--- src/hdl/rtpa_pkg.sv ---
`default_nettype none
// ----------------------------------------------------------------------------
// rtpa_pkg: shared types and codes of the region table page allocator
// Holds the scan item that travels down the cell chain, the table write
// bundle broadcast to every cell, the controller states and the codes.
// ----------------------------------------------------------------------------
package rtpa_pkg;

    // Index field width; covers a table of up to 256 entries.
    localparam int IDX_W = 8;

    // Item function codes.
    localparam logic FUNC_LOAD  = 1'b0;
    localparam logic FUNC_ALLOC = 1'b1;

    // Configuration register indexes.
    localparam logic [1:0] REG_ENTRY_COUNT = 2'd0;
    localparam logic [1:0] REG_USABLE_TYPE = 2'd1;

    typedef logic [IDX_W-1:0] t_idx;

    // Scan item handed from cell to cell, one cell per cycle.
    typedef struct packed {
        logic        valid;
        logic [63:0] req;
        logic        have;
        t_idx        pick;
        logic [63:0] base;
        logic [63:0] rem;
    } t_token;

    // Table write broadcast to all cells.
    typedef struct packed {
        logic        load;
        logic        update;
        t_idx        idx;
        logic [63:0] base;
        logic [63:0] len;
        logic        usable;
    } t_cell_wr;

    typedef enum logic [1:0] {
        S_IDLE,
        S_SCAN,
        S_ROUND
    } t_state;

endpackage
`default_nettype wire

--- src/hdl/rtpa_cell.sv ---
`default_nettype none
// ----------------------------------------------------------------------------
// rtpa_cell: one region table entry of the allocator chain
// Stores base, length and usable mark of one entry. The scan item passes
// through a register here; a qualifying entry replaces the pick it carries.
// ----------------------------------------------------------------------------
module rtpa_cell
    import rtpa_pkg::*;
#(
    parameter int CELL_IDX = 0
) (
    input  wire logic     i_clk,
    input  wire logic     i_rst_n,
    input  wire logic [5:0] i_entry_count,
    input  wire t_cell_wr i_wr,
    input  wire t_token   i_tok,
    output t_token        o_tok
);

    localparam t_idx MY_IDX = t_idx'(CELL_IDX);

    logic [63:0] r_base;
    logic [63:0] r_len;
    logic        r_usable;
    t_token      r_tok;
    t_token      n_tok;
    logic [64:0] diff;
    logic        active;
    logic        hit;

    // Entry storage: loads write all fields, a carve rewrites the length.
    always_ff @(posedge i_clk) begin
        if (i_wr.load && i_wr.idx == MY_IDX) begin
            r_base   <= i_wr.base;
            r_len    <= i_wr.len;
            r_usable <= i_wr.usable;
        end else if (i_wr.update && i_wr.idx == MY_IDX) begin
            r_len <= i_wr.len;
        end
    end

    // Length minus request gives both the strict compare and the remainder.
    assign diff   = {1'b0, r_len} - {1'b0, i_tok.req};
    assign active = 9'(CELL_IDX) < {3'b000, i_entry_count};
    assign hit    = i_tok.valid && active && r_usable && !diff[64] && (diff[63:0] != 64'd0);

    // Later entries win, so a hit simply overwrites the carried pick.
    always_comb begin
        n_tok = i_tok;
        if (hit) begin
            n_tok.have = 1'b1;
            n_tok.pick = MY_IDX;
            n_tok.base = r_base;
            n_tok.rem  = diff[63:0];
        end
    end

    always_ff @(posedge i_clk) begin
        if (!i_rst_n) begin
            r_tok.valid <= 1'b0;
        end else begin
            r_tok.valid <= n_tok.valid;
        end
        r_tok.req  <= n_tok.req;
        r_tok.have <= n_tok.have;
        r_tok.pick <= n_tok.pick;
        r_tok.base <= n_tok.base;
        r_tok.rem  <= n_tok.rem;
    end

    assign o_tok = r_tok;

endmodule
`default_nettype wire
--- config.mk ---
export PLATFORM = sky130hd
export DESIGN_NAME = rtpa_cell
export DESIGN_NICKNAME = d
export VERILOG_FILES = /design/src/hdl/rtpa_pkg.sv /design/src/hdl/rtpa_cell.sv
export SDC_FILE = /design/constraint.sdc
export NUM_CORES = 1
export LEC_CHECK = 0
export ABC_AREA = 1
export BUFFER_PORTS_ARGS = -buffer_cell sky130_fd_sc_hd__buf_2
export CAP_MARGIN = 30
export CORE_AREA = 2 2 215 217
export DETAILED_ROUTE_END_ITERATION = 7
export DIE_AREA = 0 0 217 219
export PLACE_DENSITY = 0.58
export SLEW_MARGIN = 20
export SYNTH_ARGS = -nofsm -noshare
export SYNTH_HDL_FRONTEND = slang
export SYNTH_SLANG_ARGS = --single-unit
--- constraint.sdc ---
create_clock -name i_clk -period 4.95 [get_ports i_clk]
set_clock_uncertainty 0.2 [all_clocks]
set_input_delay 0.2475 -clock i_clk [delete_from_list [all_inputs] [get_ports i_clk]]
set_output_delay 0.2475 -clock i_clk [all_outputs]
set_load 0.02 [all_outputs]
==> run summary <==
Status - complete, no violations
Clk buf depth - 3
Die Area - 47500 µm²
Filler Cell Count - 4247
Total GRT Usage - 26.2%
Reg2Reg Depth - 21
Worst endpoint required time - 5.23 ns
Max Cap Violations - 0
Syn avg cell area - 7.31 µm²
Worst stage delay on the critical path - 0.77 ns
Leak - 13.2 nW
FP Rows - 78
Iter 0 DRT Violations - 1091
Die X - 217 µm
Placed Cells - 3366
Sequential Area - 7920 µm²
Tightest Hold Check Type - in2reg
Core area - 45100 µm²
Post-route ant nets - 0
Most common cell in the netlist - nand2_1
Final period utilization - 94.5%
CP Class - in2reg
Post-synthesis sequential area ratio - 48.2%
GR Util met1 - 32.0%
First-pass GRT wire length - 95600 µm
Post-CTS setup buffer count - 0
Unrepaired setup endpoints after global routing - false
CP startpoint kind - input pin
Critical path cell sequence - dlygate4sd3_1, buf_2, ha_1, fa_1, nand3b_1, nand2_1, nand3_1, nand3_1, nand2_1, nand2_1, nand2_1, nand3b_1, nand2_1, nand2_1, nor2_1, nand2_1, nor2_1, nand3_4, buf_4, buf_4, nand3_1, nand2_1
Max-slew violation total from the final report - 0
Starting Density - 36.5%
Hold violation count in the final report - 0
Fin Setup TNS - 0 ns
Via Count - 17200
Reg2reg end - o_tok[108]$_DFF_P_
Layout cells sized above 1 - 20.3%
Synth Warn # - 0
Syn nets - 2663
Final GP Congestion - 0.974
Actual slew at the worst max-slew pin - 0.923 ns
Most crowded layer after global routing - met2
Yosys reg bits - 331
Crit path capture - o_tok[108]$_DFF_P_
Area share of the largest cell type after synthesis - 24.6%
Slowest-stage cell, CP - buf_4
Largest net degree at the start of global routing - 129
Area leader, netlist - dfxtp_1
R2R Path Start - r_len[0]$_DFFE_PP_
FFs w/ async S/R, synth - 0%
Root Buffer - clkbuf_16
Commonest cells in the synthesized netlist - nand2_1, inv_1, dfxtp_1
P&R area growth vs syn - 48.4%
Initial antenna violation count - 7
Fmax - 0.214 GHz
Syn Inst Count - 2249
Distinct cell type count after synthesis - 32
Vias in the first global route - 17200
Chip height - 219 µm
Routing usage on met3 - 4.66%
Register clock-pin slew on the reported worst setup and hold paths - 0.06 ns
DR WL/cell - 17.1 µm
Worst VDD drop - 0.000249 V
R2R Setup Slk - 0.34 ns
GRT met2 Usage - 46.3%
Worst skew pair latency - 0.55 ns
Post-Layout Cell Count - 3767
Number of H-tree levels - 2
Fin crit period - 4.68 ns
Total CTS buffers - 36
Multi-input gate area - 6590 µm²
CTS tree - built
Max FO, Critical Path - 77
Critical Path Most Common Cell - nand2_1
Grt ovf - 0
Design Power - 6.99 mW
Pwr dens - 287 nW/µm²
Crit. End Element - flip-flop
CP startpoint - i_tok[137]
DRC Markers - 0
Synth top area cells - dfxtp_1, edfxtp_1, nand2_1
Main synth FF type - dfxtp_1
Clk sinks - 331
EDFF count, synth - 129
Final Net Count - 3550
Relative slew slack - 38.3%
Final setup viols - 0
Synth Cell Area - 16400 µm²
Ports - 551
Via/cell ratio - 4.56
CTS resizes - 0
HPWL Detailed - 49500 µm
Final wirelength - 64300 µm
PortBufs - 550
WP data arrival - 4.96 ns
Pre-antenna DRT Iters - 5
## through the flow
| stage | setup slack, ns | instance area (µm²) | hold slack, ns | util [%] |
|---|---|---|---|---|
| 2_1_floorplan | 0.941 | 16400 | 0.0752 | - |
| 3_3_place_gp | 0.484 | 19800 | 0.166 | 43.9 |
| 3_5_place_dp | 0.370 | 19800 | 0.166 | 43.9 |
| 4_1_cts | 0.358 | 24400 | 0.0719 | 54.1 |
| 5_1_grt | 0.0470 | 24400 | 0.100 | 54.1 |
| 6_report | 0.271 | 24400 | 0.0774 | 54.1 |
## sequential cells by signal, indices dropped and copies added (netlist names)
name	cells
o_tok	202
r_base	64
r_len	64
r_usable	1
## power breakdown
part	leakage (nW)	switching [mW]	total, mW	internal [mW]
combinational	9.68	0.699	1.21	0.512
sequential	2.86	0.0292	2.97	2.94
clock	0.612	1.12	2.82	1.70
## cell families (layout without fill, tap and decap cells)
kind of cell | Yosys count | count (layout) | synth area share, %
adders and majority gates | 65 | 65 | 4.99
xor gates and xnor gates | 26 | 26 | 1.39
buffers and inverters | 495 | 1409 | 12.0
DFF | 331 | 331 | 48.2
and+or+nand+nor | 1268 | 1268 | 31.4
AOI/OAI and AO/OA | 64 | 64 | 2.10
other | 0 | 4 | 0
## per-layer routing
metal	share of wire (%)	wire, µm
met1	42	26800
met4	3.9	2500
met3	6.2	3960
met2	48	31000
met5	0.084	54
## critical path: cells and delay by family
| kind | cells | cell delay [ns] |
|---|---|---|
| buffers and inverters | 4 | 1.97 |
| and+or+nand+nor | 16 | 2.04 |
| adders and majority gates | 2 | 0.67 |
## worst min-delay path by stage
stage                           end  startpoint  slack (ns)  cells past startpoint
2_1_floorplan    o_tok[137]$_DFF_P_  i_tok[137]        0.08                      0
3_3_place_gp     o_tok[153]$_DFF_P_  i_tok[153]        0.17                      1
3_5_place_dp     o_tok[149]$_DFF_P_  i_tok[149]        0.17                      1
4_1_cts        r_base[11]$_DFFE_PP_   i_wr[138]        0.07                      3
5_1_grt        r_base[31]$_DFFE_PP_   i_wr[138]        0.10                      3
6_report       r_base[31]$_DFFE_PP_   i_wr[138]        0.08                      3
## layout by cell type, fill, tap and decap left out, types with 3 or more instances in the layout
| cell type | n |
|---|---|
| nor2_2 | 4 |
| o21bai_1 | 5 |
| a21oi_1 | 50 |
| nand4_1 | 7 |
| edfxtp_1 | 129 |
| clkinv_2 | 3 |
| nand3b_1 | 21 |
| clkbuf_16 | 37 |
| dfxtp_1 | 202 |
| diode_2 | 4 |
| xnor2_1 | 20 |
| ha_1 | 64 |
| buf_4 | 7 |
| nor2_1 | 116 |
| buf_2 | 550 |
| nor3_1 | 15 |
| nand3_1 | 176 |
| bufinv_16 | 4 |
| clkbuf_1 | 6 |
| nor3_2 | 5 |
| nand2_1 | 912 |
| nor4_1 | 6 |
| inv_2 | 11 |
| o21ai_0 | 6 |
| clkinv_4 | 3 |
| xor2_1 | 6 |
| clkbuf_8 | 7 |
| dlygate4sd3_1 | 332 |
| inv_1 | 441 |
## layout make-up
| cell class | instances | area share (%) |
|---|---|---|
| Tap cell | 600 | 3.08 |
| Multi-Input combinational cell | 1423 | 27.0 |
| Sequential cell | 331 | 32.5 |
| Clock inverter | 15 | 0.846 |
| Antenna cell | 4 | 0.0410 |
| Timing Repair Buffer | 891 | 25.3 |
| Inverter | 453 | 6.97 |
| Clock buffer | 50 | 4.28 |
## what timing repair did
item	CTS	global route
endpoints found under the hold margin	331	0
endpoints found under the setup margin	0	0
hold buffers	332	0
Power figures use the tool's default switching activity.
